## config.mk

```make
export PLATFORM = sky130hd
export DESIGN_NAME = rau_front
export DESIGN_NICKNAME = d
export VERILOG_FILES = /design/src/design/rau_pkg.sv /design/src/design/rau_front.sv
export SDC_FILE = /design/constraint.sdc
export NUM_CORES = 1
export LEC_CHECK = 0
export BUFFER_PORTS_ARGS = -buffer_cell sky130_fd_sc_hd__buf_2
export CAP_MARGIN = 20
export CORE_AREA = 2 2 204 206
export DETAILED_ROUTE_END_ITERATION = 7
export DIE_AREA = 0 0 206 208
export PLACE_DENSITY = 0.66
export SKIP_LAST_GASP = 1
export SYNTH_ARGS = -nofsm -noshare
export SYNTH_HDL_FRONTEND = slang
export SYNTH_SLANG_ARGS = --single-unit
```

## constraint.sdc

```tcl
create_clock -name clk -period 8.2 [get_ports clk]
set_input_delay 1.64 -clock clk [delete_from_list [all_inputs] [get_ports clk]]
set_output_delay 1.64 -clock clk [all_outputs]
set_load 0.02 [all_outputs]
```

## src/design/rau_pkg.sv

```systemverilog
// rau_pkg: shared types and codes for the rational arithmetic unit.
// No dependencies.
package rau_pkg;

  localparam int unsigned FieldW = 64;
  localparam int unsigned DenOutW = 63;

  typedef enum logic [2:0] {
    OP_ADD = 3'd0,
    OP_SUB = 3'd1,
    OP_MUL = 3'd2,
    OP_DIV = 3'd3,
    OP_EQ  = 3'd4,
    OP_CMP = 3'd5
  } op_t;

  localparam logic [1:0] ST_OK   = 2'd0;
  localparam logic [1:0] ST_OVF  = 2'd1;
  localparam logic [1:0] ST_ZERO = 2'd2;

  localparam logic [1:0] ORD_LT = 2'd0;
  localparam logic [1:0] ORD_EQ = 2'd1;
  localparam logic [1:0] ORD_GT = 2'd2;

  // classification made by the front part
  typedef enum logic [1:0] {
    CLS_NOP  = 2'd0,
    CLS_ZERO = 2'd1,
    CLS_OVF  = 2'd2,
    CLS_RUN  = 2'd3
  } cls_t;

  // back-part sequencer states
  typedef enum logic [3:0] {
    B_IDLE, B_GCD, B_DIV, B_MUL, B_STEP, B_OUT
  } bstate_t;

  // item passed from front to back: op, class, signs and magnitudes
  typedef struct packed {
    logic [2:0]        op;
    cls_t              cls;
    logic [3:0]        neg;
    logic [FieldW-1:0] m0;
    logic [FieldW-1:0] m1;
    logic [FieldW-1:0] m2;
    logic [FieldW-1:0] m3;
  } job_t;

  typedef struct packed {
    logic [FieldW-1:0]  num;
    logic [DenOutW-1:0] den;
    logic [1:0]         order;
    logic [1:0]         status;
  } res_t;

endpackage

```

## src/design/rau_front.sv

```systemverilog
// rau_front: accepts items, splits operands into sign/magnitude and classifies.
// Depends on rau_pkg.
module rau_front import rau_pkg::*; #(
  parameter int unsigned VALUE_WIDTH = 64
) (
  input  logic                   clk,
  input  logic                   rst,
  input  logic                   in_valid,
  output logic                   in_ready,
  input  logic [2:0]             op,
  input  logic [4*FieldW-1:0]    raw,
  output logic                   q_valid,
  input  logic                   q_ready,
  output job_t                   q_job
);

  localparam int unsigned W = VALUE_WIDTH;

  logic [3:0]        ng;
  logic [FieldW-1:0] mg [4];
  logic              lim_bad;
  logic              zero_bad;
  job_t              job;

  always_comb begin
    logic [W-1:0] v;
    for (int i = 0; i < 4; i++) begin
      v = raw[i*FieldW +: W];
      ng[i] = v[W-1];
      mg[i] = FieldW'(v[W-1] ? (~v + W'(1)) : v);
    end
  end

  // most negative value keeps its sign bit after negation
  always_comb begin
    lim_bad = 1'b0;
    for (int i = 0; i < 4; i++) lim_bad = lim_bad | mg[i][W-1];
  end

  assign zero_bad = (mg[1] == '0) || (mg[3] == '0) || (op == OP_DIV && mg[2] == '0);

  always_comb begin
    job.op  = op;
    job.neg = ng;
    job.m0  = mg[0];
    job.m1  = mg[1];
    job.m2  = mg[2];
    job.m3  = mg[3];
    if (op > OP_CMP) job.cls = CLS_NOP;
    else if (zero_bad) job.cls = CLS_ZERO;
    else if (lim_bad) job.cls = CLS_OVF;
    else job.cls = CLS_RUN;
  end

  // one-entry queue register between front and back
  assign in_ready = !q_valid || q_ready;

  always_ff @(posedge clk) begin
    if (rst) begin
      q_valid <= 1'b0;
    end else if (in_ready) begin
      q_valid <= in_valid;
    end
  end

  always_ff @(posedge clk) begin
    if (in_ready && in_valid) begin
      q_job <= job;
    end
  end

endmodule

```

Word level (Yosys, flattened, before mapping)
Cells that the tools add are included.

cells by class
  order comparisons = 1
  bitwise operators = 7
  add/subtract/negate cells = 4
  reductions and logical operators = 10
  equal/unequal tests = 1
  muxes and demuxes = 6

operators with widths
  cell                   number
  $add 64x1->64 const B  4
  $mux 64                4
  $not 64->64            4
  $logic_not 64->1       3
  $eq 3x2->1 const B     1
  $gt 3x3->1 const B     1
  $logic_or 1x1->1       3
  $or 1x1->1             3
  $logic_and 1x1->1      2
  $mux 1                 2
  $reduce_or 2->1        1
  $logic_not 1->1        1

word-level totals
  output and inout port bits = 267
  register bits = 266
  word-level logic and storage cells = 38

Longest topological paths before layout
  word-level depth = 8
  mapped depth = 15

Worst setup path after synthesis
OpenSTA, ideal clock, no wires.

  kind = input to register
  from = input q_ready
  to = register q_job[0] (netlist name), enable pin
  buffers on the path = 0
  stages on the path = 2
  setup slack = -411 ps
  data arrival time = 7953 ps
  cells stage by stage = nand2b_1 -> and2_1

on the way
  word-level cells in the longest chain between the ends = 2

ends and longest elaborated chain
  what                  line             RTL
  start, declared       rau_front.sv:13  input logic q_ready,
  $logic_or 1x1->1      rau_front.sv:56  assign in_ready = !q_valid || q_ready;
  $logic_and 1x1->1     rau_front.sv:67  if (in_ready && in_valid) begin
  end signal, assigned  rau_front.sv:68  q_job <= job;
  end, declared         rau_front.sv:14  output job_t q_job

Every way passes these cells.
A chain may end at the register's enable or synchronous reset.

==> results.md <==
- Placed standard-cell area: 18900 µm²
- Post-layout net count: 2239
- Req. time, crit path: 8.52 ns
- Maximum buffer depth of the clock tree: 3
- Syn nets: 1751
- Layout Cells excl Fill: 2539
- Register area share after synthesis: 50.3%
- Congestion Overflow GR: 0
- CTS clk-pin slew, worst paths: 0.06 ns
- Number of hold buffers added after CTS: 0
- Library cell used as clock root buffer: sky130_fd_sc_hd__clkbuf_16
- Syn_area_per_cell: 10.7 µm²
- HPWL after detailed placement: 45200 µm
- Initial cell density of the core: 39.1%
- Final period util: 66.5%
- Startpoint of the lowest-slack register-to-register path: q_valid
- Count of buffers from port buffering: 529
- I/O pin count: 530
- Total instance count after detailed placement: 2470
- Die outline height: 208 µm
- Cts bufs inserted: 31
- Final ANT Viol Nets: 0
- Initial antenna violation count: 14
- Setup Fix Bufs, Post-CTS: 0
- Routability cong.: 0.956
- Vias after detailed routing: 14561
- Setup TNS Final: 0 ns
- Setup crit end kind: flop
- Share of synthesized registers carrying an async set or reset: 0%
- Post-detailed-route DRC marker count: 0
- Max-Slew Margin vs Limit: 20.4%
- Start point of the critical path: raw[72]
- Gate Count Post-Synth: 1484
- Maximum number of pins on one net before global-route repair: 175
- Worst setup SP type: primary input
- Clock period minus worst slack: 5.45 ns
- First drt pass iteration count: 6
- Worst hold path depth: 2
- Max Freq: 183 MHz
- Worst endpoint data arrival time: 5.77 ns
- Final-report hold violation count: 0
- Post-detailed-routing wire length: 57500 µm
- Setup repair after global routing missed its margin: no
- Post-synth cell types: 71
- Number of flops mapped to enable cells by yosys: 265
- Class of the tightest hold or removal check: reg -> reg
- Total GRT Usage: 25.8%
- Peak VDD IR: 0.150 mV
- Worst Skew: 0.0135 ns
- Critical path start-end classification: in -> reg
- Fin util: 49.2%
- Post-detailed-route via-to-cell ratio: 5.73
- Fin. max-slew vios: 0
- Commonest non-fill, non-tap cells in the layout: 530 x sky130_fd_sc_hd__buf_2, 265 x sky130_fd_sc_hd__edfxtp_1, 233 x sky130_fd_sc_hd__xnor2_1, 149 x sky130_fd_sc_hd__nand2_1, 82 x sky130_fd_sc_hd__nor2_1
- Crit path cell chain: buf_2, nor4_1, nand4_1, or4_1, o41ai_2, xnor2_1, or4_1, nor4_2, nand4_1, o31a_1, and3_1
- Die width: 206 µm
- Maximum fanout along the worst path: 8
- Max-cap violations: 0
- Final setup fails: 0
- First-pass GRT wire length: 85000 µm
- Routed wire length per instance: 22.6 µm
- Layout overhead on the synthesized area: 25.9%
- Vias in the first global route: 14222
- Detailed router's first-iteration violation count: 1225
- Leakage power summed over all cells: 0.00712 µW
- Tightest Pin Transition: 1.19 ns
- Clock H-tree levels: 1
- Leading cell type in the layout, fill and taps excluded: sky130_fd_sc_hd__buf_2
- Floorplan row count: 74
- Clock insertion delay at the later pin of the skew report: 0.57 ns
- Delay of the slowest critical-path stage: 0.81 ns
- Total of flip-flops plus latches after synthesis: 266
- Total non-filler cell area in the finished layout: 20000 µm²
- Areal power density over the cells: 191 nW/µm²
- Logic depth of the worst register-to-register path: 3
- Run status: finished, final reports clean
- Area of the mapped netlist: 15900 µm²
- Start point of the worst hold path: q_valid
- Number of sinks driven by the clock tree: 266
- Standard cell with the maximum stage delay on the critical path: sky130_fd_sc_hd__or4_1
- Clock tree from TritonCTS: yes
- Die footprint: 42800 µm²
- CTS-repair resized insts: 0
- Yosys Warn Count: 0
- Worst hold slack: 0.540 ns
- Fraction of final layout cells sized beyond drive strength 1: 31.6%
- Most instantiated flip-flop cell in the synthesis netlist: sky130_fd_sc_hd__edfxtp_1
- Core ar.: 40600 µm²
[report_power, final]
group          total (µW)  internal (µW)  switching (µW)
Combinational         729            246             483
Clock                1410            846             565
Sequential           1680           1640            33.5
Total                3820           2730            1080
[worst max-delay path, delay by kind of cell]
kind | cells | cell delay (ns)
AOI/OAI and AO/OA | 2 | 0.68
xor gates and xnor gates | 1 | 0.13
buffers and inverters | 1 | 0.15
and+or+nand+nor | 7 | 3.17
[worst paths after layout]
path / endpoint / slack, ns
hold reg to reg: q_valid / 0.54
setup / recovery: q_job[261] / 2.75
setup reg to reg: q_job[189] / 5.97
hold / removal: q_valid / 0.54
[flip-flops by register name (all words and copies together), names as in the netlist]
signal and count:
q_job 265, q_valid 1
[metrics by stage]
step | total power [µW] | setup slack [ns]
floorplan | 2120 | 2.56
global placement | 2420 | 2.37
detailed placement | 2430 | 2.27
CTS | 3850 | 2.87
global route | 3960 | 2.57
finish | 3820 | 2.75
[routing by layer]
layer  GRT usage, %  part of all wire (%)  vias up
met2           43.2                    48      746
met5              0                 0.047        -
met1           31.6                    39     6995
met3           6.61                   9.5      118
met4           9.90                   3.7        4
li1               -                     -     6698
[synth_stat cells, drive strengths merged (25+ instances only)]
cell | n | area, µm²
or4 | 44 | 338
edfxtp | 265 | 7960
xnor2 | 233 | 2040
nor2 | 82 | 308
o21ai | 72 | 360
or2 | 25 | 156
o41ai | 51 | 480
nand2 | 149 | 559
nand4 | 28 | 181
nor3 | 60 | 305
clkbuf | 70 | 263
nor4 | 61 | 403
o31ai | 56 | 434
or3 | 65 | 415
[cells by family (layout without fill, tap and decap cells)]
| kind of cell | after synthesis | in the layout | synth area share, % |
|---|---|---|---|
| and+or+nand+nor | 587 | 587 | 20.1 |
| DFF | 266 | 266 | 50.3 |
| AOI/OAI and AO/OA | 263 | 263 | 12.1 |
| xor gates and xnor gates | 255 | 255 | 14.1 |
| buffers and inverters | 101 | 612 | 2.54 |
| muxes | 8 | 8 | 0.544 |
| adders and majority gates | 4 | 4 | 0.316 |
| other | 0 | 12 | 0 |
[cell type report]
type | instances | area (µm²)
repair buffers | 537 | 2720
clock inverters | 18 | 220
flip-flops and latches | 266 | 7980
clock buffers | 38 | 802
well taps | 532 | 666
inverters | 19 | 71.3
diodes | 12 | 30.0
multi-input cells | 1117 | 7480
fillers | 3792 | 20600
No activity file was read; power rests on OpenSTA's default activity.
